[config.mk]
export PLATFORM = sky130hd
export DESIGN_NAME = rbnh_cfg
export DESIGN_NICKNAME = d
export VERILOG_FILES = /design/src/hw/rtl/rbnh_pkg.sv /design/src/hw/rtl/rbnh_cfg.sv
export SDC_FILE = /design/constraint.sdc
export NUM_CORES = 1
export LEC_CHECK = 0
export ABC_AREA = 1
export BUFFER_PORTS_ARGS = -buffer_cell sky130_fd_sc_hd__buf_2
export CORE_AREA = 2 2 194 196
export CTS_CLUSTER_DIAMETER = 30
export DETAILED_ROUTE_END_ITERATION = 6
export DIE_AREA = 0 0 196 198
export SYNTH_ARGS = -nofsm -noshare
export SYNTH_HDL_FRONTEND = slang
export SYNTH_SLANG_ARGS = --single-unit
[constraint.sdc]
create_clock -name clk -period 4.42 [get_ports clk]
set_clock_uncertainty 0.1 [all_clocks]
set_input_delay 0.221 -clock clk [delete_from_list [all_inputs] [get_ports clk]]
set_output_delay 0.221 -clock clk [all_outputs]
set_load 0.05 [all_outputs]
[src/hw/rtl/rbnh_pkg.sv]
// ----------------------------------------------------------------------------
// rbnh_pkg: shared constants for the ray / box nearest hit block
// Default fixed-point format, axis count and register map.
// ----------------------------------------------------------------------------
package rbnh_pkg;

  // Default coordinate format: signed Q16.16
  localparam int COORD_WIDTH_DEF = 32;
  localparam int FRAC_BITS_DEF   = 16;

  localparam int NUM_AXES = 3;
  localparam int NUM_REGS = 6;

  // Register map, one register per slot
  localparam int REG_ORIGIN_X    = 0;
  localparam int REG_DIRECTION_X = 3;

endpackage

[src/hw/rtl/rbnh_cfg.sv]
// ----------------------------------------------------------------------------
// rbnh_cfg: configuration register file
// APB-style write and read of the ray origin and direction registers.
// ----------------------------------------------------------------------------
module rbnh_cfg #(
  parameter int COORD_WIDTH = rbnh_pkg::COORD_WIDTH_DEF,
  parameter int DATA_WIDTH  = 32,
  parameter int ADDR_WIDTH  = 5
) (
  input  logic                          clk,
  input  logic                          rst,
  input  logic                          psel,
  input  logic                          penable,
  input  logic                          pwrite,
  input  logic [ADDR_WIDTH-1:0]         paddr,
  input  logic [DATA_WIDTH-1:0]         pwdata,
  output logic [DATA_WIDTH-1:0]         prdata,
  output logic signed [COORD_WIDTH-1:0] origin    [rbnh_pkg::NUM_AXES],
  output logic signed [COORD_WIDTH-1:0] direction [rbnh_pkg::NUM_AXES]
);
  import rbnh_pkg::*;

  localparam int ALIGN_BITS = (DATA_WIDTH > 32) ? 3 : 2;
  localparam int IDX_WIDTH  = ADDR_WIDTH - ALIGN_BITS;

  logic [COORD_WIDTH-1:0] regs [NUM_REGS];
  logic [IDX_WIDTH-1:0]   idx;
  logic                   idx_ok;

  assign idx    = paddr[ADDR_WIDTH-1:ALIGN_BITS];
  assign idx_ok = idx < IDX_WIDTH'(NUM_REGS);

  // Write on the access phase of a request
  always_ff @(posedge clk) begin
    if (rst) begin
      for (int i = 0; i < NUM_REGS; i++) begin
        regs[i] <= '0;
      end
    end else if (psel && penable && pwrite && idx_ok) begin
      regs[idx] <= pwdata[COORD_WIDTH-1:0];
    end
  end

  // Read back the addressed register, zero beyond the map
  always_comb begin
    prdata = '0;
    if (idx_ok) begin
      prdata = DATA_WIDTH'(regs[idx]);
    end
  end

  // Present the ray to the datapath
  always_comb begin
    for (int a = 0; a < NUM_AXES; a++) begin
      origin[a]    = signed'(regs[REG_ORIGIN_X + a]);
      direction[a] = signed'(regs[REG_DIRECTION_X + a]);
    end
  end

endmodule

-- Word level (Yosys, flattened, before mapping)
Memory sizes are Yosys's and may differ from the RTL's.
Index checks and enable logic that the tools add are counted.
- bits in registers: 0
- memory bits (writable): 192
- input bits: 42
- output and inout port bits: 224
- logic and storage cells: 15
- memories: 1
- $lt $le $gt $ge: 1
- mux-type cells: 9
- reduce and logical (&&, ||, !) cells: 4
- memory list (memory ; words ; width ; read ports ; clocked after Yosys merged registers in ; write ports ; RTL line ; text):
    regs ; 6 ; 32 ; 7 ; 0 ; 6 ; rbnh_cfg.sv:26 ; logic [COORD_WIDTH-1:0] regs [NUM_REGS];
- operator list (cell ; number):
    $mux 32 ; 2
    $reduce_or 32->1 ; 1
    $mux 1 ; 6
    $logic_and 1x1->1 ; 3
    $lt 3x3->1 const B ; 1
    $mux 3 ; 1

-- Depth between registers and ports, before layout
- depth after elaboration: 8
- gate-level depth with buffers: 8
- mapped depth without buffers: 6

-- Worst setup path after synthesis
No wires, ideal clock.
- path kind: input -> register
- from: input port paddr[2]
- to: memory regs[5][0] (netlist name) (enable)
- arrival: 2952 ps
- setup slack: 903 ps
- cell stages on the path: 4
- cell sequence: buf_2 -> buf_2 -> nand3_1 -> o21ai_0
- RTL lines (item ; RTL line ; text):
    start, declared ; rbnh_cfg.sv:15 ; input logic [ADDR_WIDTH-1:0] paddr,
    end, declared ; rbnh_cfg.sv:26 ;

-- Worst setup path in the final report
- from: input port paddr[3]
- to: output port prdata[20]
- word-level cells in the longest chain between the ends: 2
- elaborated cells on any way between the ends: 3
- classes of those cells: order compare (1); mux (1); memory (1)
- RTL lines (item ; RTL line ; text):
    $mem_v2 6x32 or $lt 3x3->1 (tied branches) ; - ;
    $mux 32 (*) ; rbnh_cfg.sv:47 ; if (idx_ok) begin
    end, declared ; rbnh_cfg.sv:17 ; output logic [DATA_WIDTH-1:0] prdata,
Mark *: on every way between the ends. The rest lies on a longest branch, timed or not.

==> impl_results.md <==
* Status: finished clean
* Setup TNS at 0 ns
* Leak Pwr at ~6.4 nW
* Fin cells at about 2000
* Max Buffers Root-to-Sink at 3
* Vias/cell at 4.60
* IR Drop Worst-Case VDD at around 0.00035 V
* Drt wl/cell at between 15 and 20 µm
* CP Capture Type: output port
* WP data required at 4.10 ns
* Cell Area, Synth at around 11000 µm²
* Max-Cap Viols at 0
* Max-slew violations at 0
* Initial antenna violation count at 0
* FMAX at 337 MHz
* Critical Setup Path Class: in2out
* Postcts setup bufs at 0
* Post-route antenna net violation count at 0
* Synth cell types at 20
* Die W at 196 µm
* HPWL Detailed at 23400 µm
* Reg clk slew, reported paths at 0.05 ns
* Critical Path Sink: prdata[20]
* Hold Violations, Final at 0
* Grt total ovfl at 0
* Worst-Margin Slew at 1.04 ns
* Final setup fails at 0
* Fraction of registers with async set/reset at 0%
* Root Driver: clkbuf_16
* Synth Warn # at 0
* Worst slack at placement at 1.31 ns
* Largest reg by FF count: regs
* Crit path DAT at 2.64 ns
* Count leader, synth: nor2_1
* Register area at roughly 7700 µm²
* # IOs at between 200 and 300
* Min-delay worst type: in2reg
* DR vias at between 9000 and 10000
* Mean Syn Cell Area at 10.2 µm²
* Max reg flops at 256
* Layout cells sized above 1 at between 20% and 30%
* TritonCTS clock tree: done
* Overall Power at 8.13 mW
* Tcrit/Tclk final at 67.1%
* DRC viols at 0
* Register area share after synthesis at 68.5%
* Post-cts sizing count at 0
* Fill cells at ~3600
* Post-Syn Instances at ~1100
* Synth area leaders: edfxtp_1 (69%), nor2_1 (14%), nand2_1 (5.3%), o21ai_0 (5.0%), inv_1 (1.8%)
* Placed insts at 1860
* #FFs+latches synth at 256
* GPL Wtd Cong at 0.819
* DP Area at 13200 µm²
* Multi-input logic area at 3260 µm²
* Tot GR Track Use at 19.2%
* Nets at 1516
* First-pass GRT wire length at between 50000 and 60000 µm
* Setup WS post-layout at 1.46 ns
* PD cells at between 500 and 600 nW/µm²
* Slew headroom at 30.6%
* Number of synthesized flops with an enable pin at 256
* Critical path fanouts, max at 21
* RSZ-0062 raised after global routing: false
* Largest regs: regs (256)
* Crit path time final at approximately 3.0 ns
* Post-Route WL at 37400 µm
* Layout area overhead at 38.0%
* Post-synth top area cell: edfxtp_1
* Hold WS at between 0.02 and 0.03 ns
* CP Launch Type: input pin
* Vias in the first global route at 9208
* Final core utilization at 41.9%
* Most used DFF post-synth: edfxtp_1
* Cell area after layout at 15500 µm²
* Commonest cells in the synthesized netlist: nor2_1 (408), edfxtp_1 (256), nand2_1 (159)
* Die Footprint at 38800 µm²
* 1st-pass router iterations at 4
* Inserted Diodes at 0
* Chip Height at 198 µm
* Sink Count at 256
* Core area at 37000 µm²
* Initial detailed-routing violation count at roughly 580
* Cts bufs inserted at 57
* Hold Buf Count CTS at 29
* Share of the synthesized area in the top cell type at 68.5%
* Std-Cell Rows at 71
* Initial Util at 30.3%
* Input/output buffers at about 260
* Largest net degree at the start of global routing at 84
* Htree depth at 2
* Worst Setup SP: paddr[3]
[metal layers]
| layer | track usage, % | vias to the layer above | share of wire (%) | wire, µm |
|---|---|---|---|---|
| met3 | 5.14 | 70 | 8.0 | 2990 |
| met1 | 22.2 | 4375 | 39 | 14800 |
| met5 | 0 | - | 0 | 0 |
| met2 | 33.2 | 385 | 49 | 18500 |
| met4 | 9.03 | 0 | 3.1 | 1170 |
| li1 | - | 4337 | - | - |
[report_power, final]
group	internal, mW	leakage [nW]	switching (mW)	total, mW
Combinational	0.203	3.02	0.805	1.01
Clock	2.88	0.921	1.37	4.24
Sequential	2.82	2.44	0.0657	2.88
Total	5.90	6.38	2.24	8.13
[worst max-delay path: stages]
cell and delay (ns):
buf_2 0.24, inv_2 0.45, nand2_1 0.23, inv_1 0.60, buf_4 0.42, nand2_1 0.10
nand2_1 0.09, buf_2 0.26
[cells by family (layout without fill, tap and decap cells)]
kind of cell | Yosys count | after routing | synth area share [%]
other | 1 | 64 | 0.0334
AOI/OAI and AO/OA | 129 | 129 | 5.94
DFF | 256 | 256 | 68.5
and+or+nand+nor | 596 | 596 | 20.7
buffers and inverters | 120 | 475 | 4.75
[layout make-up]
type	instances	share of cell area (%)
clock buffers	59	9.27
inverters	58	1.42
clock inverters	46	3.30
well taps	474	3.83
repair buffers	312	11.4
multi-input cells	789	21.1
flip-flops and latches	256	49.7
[how the worst min path moves through the flow]
stage	depth (start not counted)	end	startpoint	slack, ns
4_1_cts	3	regs[4][8]$_SDFFCE_PN0P_	pwdata[8]	0.009
2_1_floorplan	2	regs[4][13]$_SDFFCE_PN0P_	pwdata[13]	0.34
3_3_place_gp	3	regs[4][13]$_SDFFCE_PN0P_	pwdata[13]	0.43
3_5_place_dp	3	regs[4][3]$_SDFFCE_PN0P_	pwdata[3]	0.44
5_1_grt	3	regs[7][1]$_DFFE_PP_	pwdata[1]	0.07
6_report	3	regs[1][1]$_SDFFCE_PN0P_	pwdata[1]	0.03
[placed cells by master (no fill, tap or decap), types with 29 or more instances in the layout]
cell type      instances
nor2_1               408
buf_2                262
edfxtp_1             256
nand2_1              152
o21ai_0              112
conb_1                64
clkbuf_16             57
inv_1                 53
dlygate4sd3_1         29
Note: power is estimated with default switching activity, not from simulation.
