==> src/hw/rtl/rbnh_pkg.sv <==
// ----------------------------------------------------------------------------
// rbnh_pkg: shared constants for the ray / box nearest hit block
// Default fixed-point format, axis count and register map.
// ----------------------------------------------------------------------------
package rbnh_pkg;

  // Default coordinate format: signed Q16.16
  localparam int COORD_WIDTH_DEF = 32;
  localparam int FRAC_BITS_DEF   = 16;

  localparam int NUM_AXES = 3;
  localparam int NUM_REGS = 6;

  // Register map, one register per slot
  localparam int REG_ORIGIN_X    = 0;
  localparam int REG_DIRECTION_X = 3;

endpackage

==> src/hw/rtl/rbnh_div.sv <==
// ----------------------------------------------------------------------------
// rbnh_div: shared slab divider
// Radix-2 restoring division of (num * 2^FRAC_BITS) by den, truncated
// toward zero and saturated to the coordinate range. One quotient bit a cycle.
// ----------------------------------------------------------------------------
module rbnh_div #(
  parameter int COORD_WIDTH = rbnh_pkg::COORD_WIDTH_DEF,
  parameter int FRAC_BITS   = rbnh_pkg::FRAC_BITS_DEF
) (
  input  logic                          clk,
  input  logic                          rst,
  input  logic                          start,
  input  logic signed [COORD_WIDTH:0]   num,
  input  logic signed [COORD_WIDTH-1:0] den,
  output logic                          done,
  output logic signed [COORD_WIDTH-1:0] quot
);

  localparam int CW   = COORD_WIDTH;
  localparam int RW   = (CW + 1 + FRAC_BITS > 2 * CW) ? CW + 1 + FRAC_BITS : 2 * CW;
  localparam int CNTW = $clog2(CW + 1);
  localparam logic signed [CW-1:0] VMAX = {1'b0, {(CW-1){1'b1}}};
  localparam logic signed [CW-1:0] VMIN = {1'b1, {(CW-1){1'b0}}};

  logic [RW-1:0]   rem;
  logic [RW-1:0]   dsh;
  logic [CW:0]     qm;
  logic            neg;
  logic            busy;
  logic [CNTW-1:0] cnt;
  logic [CW:0]     num_mag;
  logic [CW-1:0]   den_mag;
  logic            ge;

  assign num_mag = num[CW] ? unsigned'(-num) : unsigned'(num);
  assign den_mag = den[CW-1] ? unsigned'(-den) : unsigned'(den);
  assign ge      = rem >= dsh;

  // Load operands, then produce quotient bits from bit CW down to bit 0
  always_ff @(posedge clk) begin
    if (rst) begin
      busy <= 1'b0;
      done <= 1'b0;
    end else begin
      done <= 1'b0;
      if (start) begin
        busy <= 1'b1;
        cnt  <= CNTW'(CW);
        rem  <= RW'(num_mag) << FRAC_BITS;
        dsh  <= RW'(den_mag) << CW;
        qm   <= '0;
        neg  <= num[CW] ^ den[CW-1];
      end else if (busy) begin
        if (ge) begin
          rem <= rem - dsh;
        end
        qm  <= {qm[CW-1:0], ge};
        dsh <= dsh >> 1;
        if (cnt == '0) begin
          busy <= 1'b0;
          done <= 1'b1;
        end else begin
          cnt <= cnt - 1'b1;
        end
      end
    end
  end

  // Apply the sign and clamp; a set top bit means the magnitude overflowed
  always_comb begin
    if (neg) begin
      if (qm[CW] || (qm[CW-1] && (|qm[CW-2:0]))) begin
        quot = VMIN;
      end else begin
        quot = -signed'(qm[CW-1:0]);
      end
    end else begin
      if (qm[CW] || qm[CW-1]) begin
        quot = VMAX;
      end else begin
        quot = signed'(qm[CW-1:0]);
      end
    end
  end

endmodule

==> config.mk <==
export PLATFORM = sky130hd
export DESIGN_NAME = rbnh_div
export DESIGN_NICKNAME = d
export VERILOG_FILES = /design/src/hw/rtl/rbnh_pkg.sv /design/src/hw/rtl/rbnh_div.sv
export SDC_FILE = /design/constraint.sdc
export NUM_CORES = 1
export LEC_CHECK = 0
export ABC_CLOCK_PERIOD_IN_PS = 17650
export BUFFER_PORTS_ARGS = -buffer_cell sky130_fd_sc_hd__buf_4
export CAP_MARGIN = 0
export CORE_MARGIN = 2
export CORE_UTILIZATION = 45
export CTS_BUF_LIST = sky130_fd_sc_hd__clkbuf_8
export DETAILED_ROUTE_END_ITERATION = 10
export GPL_TIMING_DRIVEN = 0
export PLACE_DENSITY = 0.6
export SYNTH_ARGS = -nofsm -noshare
export SYNTH_HDL_FRONTEND = slang
export SYNTH_SLANG_ARGS = --single-unit
==> constraint.sdc <==
create_clock -name clk -period 17.65 [get_ports clk]
set_input_delay 3.53 -clock clk [delete_from_list [all_inputs] [get_ports clk]]
set_output_delay 3.53 -clock clk [all_outputs]
set_load 0.005 [all_outputs]
# Yosys cells after proc, flatten, opt, wreduce, memory -nomap -nowiden
# Cells that the tools add are included.
# op_classes
n_bitwise	3
order_cmp	1
mux	17
add_sub_neg	5
n_eq_ne	1
n_reduce_logical	12
# op_table
operator	count
2-to-1 mux 64 bit	4
2-to-1 mux 32 bit	4
2-to-1 mux 33 bit	2
greater-or-equal comparator 64 bit	1
negator 32 bit	2
subtractor 64 bit	1
2-to-1 mux 49 bit	1
negator 33 bit	1
OR reduction 31 bit	1
2-to-1 mux 6 bit	2
logical NOT 6 bit	1
AND reduction 3 bit	2
subtractor 6 x 1 -> 6 bit, second input constant	1
2-to-1 mux 1 bit	4
AND reduction 2 bit	2
nonzero test 2 bit	2
OR reduction 3 bit	1
logical OR 1 bit	2
!= test 2 bit, second input constant	1
inverter 1 bit	2
logical AND 1 bit	1
XOR 1 bit	1
# totals
input_bits	68
out_inout_bits	33
regBits	170
word_cells	48

# Logic depth before layout (Yosys ltp)
# depth
ltp_word	5
mapped_depth	13
ltp_nobuf	12

# Worst setup path before layout
# Ideal clock, no wire load.
# synth_timing
path_kind	input-to-reg
start	in start
end	reg rem[0], enable pin
path_slack_ns	4.012
path_stages	6
n_path_buf	2
arrival_time_ns	13.064
required_time_ns	17.076
setup_time_ns	0.574
cell_sequence	clkbuf_1 > clkbuf_1 > nor2_1 > nor2_1 > nand3_1 > o21ai_0
# synth_between
elab_chain_len	2
elab_cells_between_ends	3
classes_between	reduce/logical: 3
# synth_lines
item	line	source
start, declared	rbnh_div.sv:12	input logic start,
nonzero test 2 bit (no line)	-	
AND reduction 3 bit (no line) (*)	-	
end signal, assigned	rbnh_div.sv:49	rem <= RW'(num_mag) << FRAC_BITS;
end signal, assigned	rbnh_div.sv:55	rem <= rem - dsh;
end, declared	rbnh_div.sv:25	logic [RW-1:0] rem;
# Mark *: on every way between the ends. The rest lies on a longest branch, timed or not.
# A chain may end at the register's enable or synchronous reset.

# Final worst setup path
# layout_timing
start	reg qm[0]
end	out quot[3]
# layout_between
elab_chain_len	5
elab_cells_between_ends	6
classes_between	add/sub: 1; mux: 2; reduce/logical: 3
# layout_lines
item	line	source
start, declared	rbnh_div.sv:27	logic [CW:0] qm;
start signal, assigned	rbnh_div.sv:57	qm <= {qm[CW-1:0], ge};
branches (longest 3 deep; another with negator 32 bit)	-	
2-to-1 mux 32 bit (*)	rbnh_div.sv:72	if (qm[CW] || (qm[CW-1] && (|qm[CW-2:0]))) begin
2-to-1 mux 32 bit (*)	rbnh_div.sv:71	if (neg) begin
end, declared	rbnh_div.sv:16	output logic signed [COORD_WIDTH-1:0] quot
# Mark *: on every way between the ends.

==> flow_metrics.env <==
export IMPL_drt_initial_drc_count=946
export IMPL_swShare_pct=35.1
export IMPL_final_util_pct=51.5
export IMPL_synthTopCellsByCount="nor2_1 (189), edfxtp_1 (168), a21oi_1 (136)"
export IMPL_synth_distinct_cells=71
export IMPL_crit_end="quot[3]"
export IMPL_synthMuxAreaShare_pct=0.513
export IMPL_yosysMostFrequentCell="nor2_1"
export IMPL_ys_top_cells_by_area="edfxtp_1 (39%), ha_1 (6.7%), nor2_1 (5.5%)"
export IMPL_comb_power_share_pct=33.4
export IMPL_cts_hold_buf=0
export IMPL_internal_power_mw=0.765
export IMPL_rr_endpoint="rem[28]"
export IMPL_status="completed"
export IMPL_synth_compound_area_share_pct=20.6
export IMPL_path_depth=12
export IMPL_place_hpwl_mm=27.9
export IMPL_overflow=0
export IMPL_path_class="reg -> out"
export IMPL_place_congestion=0.894
export IMPL_startpoint="qm[0]"
export IMPL_grt_pass1_wl_mm=58.8
export IMPL_clock_latency_ns=0.48
export IMPL_crit_path_cell_trace="inv_1 > ha_1 > or3b_4 > nor4b_4 > nand3_2 > or4_4 > or4_4 > a21oi_4 > nand2_1 > clkbuf_1 > o311ai_1 > buf_4"
export IMPL_synth_edf_count=168
export IMPL_drv_slew=0
export IMPL_cp_max_fo=10
export IMPL_drt_wirelength_per_cell_um=18.2
export IMPL_cp_common_cell="or4_4"
export IMPL_r2r_worst_path_cells=13
export IMPL_reg2reg_slack_ns=13.08
export IMPL_yosysTopAreaCellShare_pct=39.1
export IMPL_fin_crit_ns=8.21
export IMPL_cp_end_kind="output port"
export IMPL_power_switching_mw=0.413
export IMPL_grt_max_degree=33
export IMPL_cp_required_ns=14.12
export IMPL_fmax_mhz=122
export IMPL_grt_total_usage_pct=24.3
export IMPL_synth_ff_type="edfxtp_1"
export IMPL_total_power_mw=1.18
export IMPL_coreArea_um2=28500
export IMPL_skew_ns=0.0189
export IMPL_diodes=0
export IMPL_via_count=11533
export IMPL_max_cap_violations=0
export IMPL_synth_warning_count=0
export IMPL_die_area_um2=30100
export IMPL_vias_per_cell=5.74
export IMPL_clock_sinks=170
export IMPL_synthAdderAreaFrac_pct=6.84
export IMPL_clock_path_buffers=2
export IMPL_io_pin_count=101
export IMPL_reg2reg_from="rem[17]"
export IMPL_drcViolationCount=0
export IMPL_die_h_um=173
export IMPL_ys_ff_latch=170
export IMPL_cts_setup_buffers=0
export IMPL_max_slew_margin_pct=38.7
export IMPL_grt_setup_unrepaired="false"
export IMPL_cts_htree_levels=4
export IMPL_cts_repair_resized=0
export IMPL_synth_top_family_by_area="compound AO/OA/AOI/OAI gates"
export IMPL_setup_viol=0
export IMPL_areaGrowthSynthToFinish_pct=13.6
export IMPL_rows=62
export IMPL_async_flop_share_pct=0
export IMPL_syn_instance_count=1490
export IMPL_synth_area_um2=12900
export IMPL_first_pass_iters=6
export IMPL_synth_xor_area_share_pct=7.59
export IMPL_syn_area_per_cell_um2=8.67
export IMPL_die_x_um=173
export IMPL_hold_path_class="reg -> reg"
export IMPL_clkPwrFrac_pct=23.9
export IMPL_p_leak_nw=5.64
export IMPL_vdd_ir_drop_max_mv=0.0387
export IMPL_cts_buffers=17
export IMPL_hold_viol=0
export IMPL_tns_ns=0
export IMPL_seq_power_share_pct=42.7
export IMPL_clk_pin_slew_ns=0.09
export IMPL_start_util_pct=45.4
export IMPL_yosys_area_top_type="edfxtp_1"
export IMPL_power_density_nw_per_um2=80.3
export IMPL_yosys_area_share_simple_pct=19.6
export IMPL_arrival_ns=4.68
export IMPL_synth_nets=1628
export IMPL_min_path_cells=1
export IMPL_cts_tree="built"
export IMPL_routed_wirelength_mm=36.7
export IMPL_grt_pass1_vias=11062
export IMPL_worst_pin_slew_ns=0.913
export IMPL_nets=1752
export IMPL_path_buf_inv=3
export IMPL_finalCritPeriodShare_pct=46.5
export IMPL_cts_root_buf="clkbuf_8"
export IMPL_max_stage_delay_ns=0.56
export IMPL_crit_slowest_cell="or4_4"
export IMPL_portBuffers=99
export IMPL_cp_top_family="simple AND/OR/NAND/NOR gates"
export IMPL_detail_route_antenna_nets=0
export IMPL_drive_gt1_share_pct=10.0
export IMPL_seq_area_frac_synth_pct=39.4
export IMPL_crit_path_start_kind="register"
export IMPL_antenna_found_initial=0
## logic make-up after synthesis
kind of cell	Yosys count
adders and majority gates	70
muxes	6
buffers and inverters	180
and+or+nand+nor	527
DFF	170
AOI/OAI and AO/OA	425
xor gates and xnor gates	112
## state kept, by name, summed over array words and instances (netlist names)
signal / cells
neg: 1
rem: 64
dsh: 64
done: 1
cnt: 6
qm: 33
busy: 1
## through the flow
stage | setup slack [ns] | hold slack, ns | std cells | cell area [µm²]
after floorplan | 4.01 | 0.491 | 1490 | 12900
after global placement | -1.42 | 0.505 | 1973 | 14100
after detailed placement | 9.96 | 0.507 | 1979 | 14300
after CTS | 9.44 | 0.519 | 2010 | 14700
after global routing | 9.26 | 0.537 | 2010 | 14700
final | 9.44 | 0.520 | 2010 | 14700
## worst register-to-register path, stage by stage, from the launching register on
cell      delay, ns
edfxtp_1       0.40
ha_1           0.29
clkbuf_1       0.24
nand4_1        0.20
nor3_1         0.47
nand2_1        0.10
a211oi_1       0.52
nor3_1         0.11
o21ai_0        0.64
nand2b_1       0.19
a31oi_1        0.17
o21ai_4        0.52
buf_16         0.23
buf_16         0.18
## placed cells by master (no fill, tap or decap), types with 60 or more instances in the layout
master and count:
nor2_1 188, edfxtp_1 168, a21oi_1 136, nand2_1 130, inv_1 107, buf_4 100, o21ai_0 98, ha_1 69
clkbuf_1 61, xnor2_1 60
## layer usage
metal  up-vias  global-route usage [%]  wire length, µm
li1       5665                       -                -
met1      5457                    33.7            17100
met3        37                    3.33             1940
met5         -                       0                0
met4         0                    4.87              411
met2       374                    40.9            17200
## final cells by class
type | count | area [µm²]
plain buffers | 74 | 303
clock buffers | 17 | 234
clock inverters | 14 | 134
fillers | 2776 | 13800
inverters | 106 | 398
multi-input cells | 1140 | 7150
flip-flops and latches | 170 | 5080
well taps | 384 | 480
repair buffers | 105 | 886
## how the worst min path moves through the flow
stage / from / end / slack, ns
after floorplan: busy / done / 0.49
after detailed placement: busy / done / 0.51
final: busy / done / 0.52
after global routing: busy / done / 0.54
after global placement: busy / done / 0.50
after CTS: busy / done / 0.52
## power by group through the flow
stage	combinational, mW	sequential [mW]	clock [mW]
floorplan	0.267	0.511	0
global placement	0.376	0.518	0
detailed placement	0.387	0.512	0
CTS	0.390	0.503	0.284
global route	0.436	0.507	0.299
finish	0.393	0.503	0.281
(Power assumes the default switching activity.)
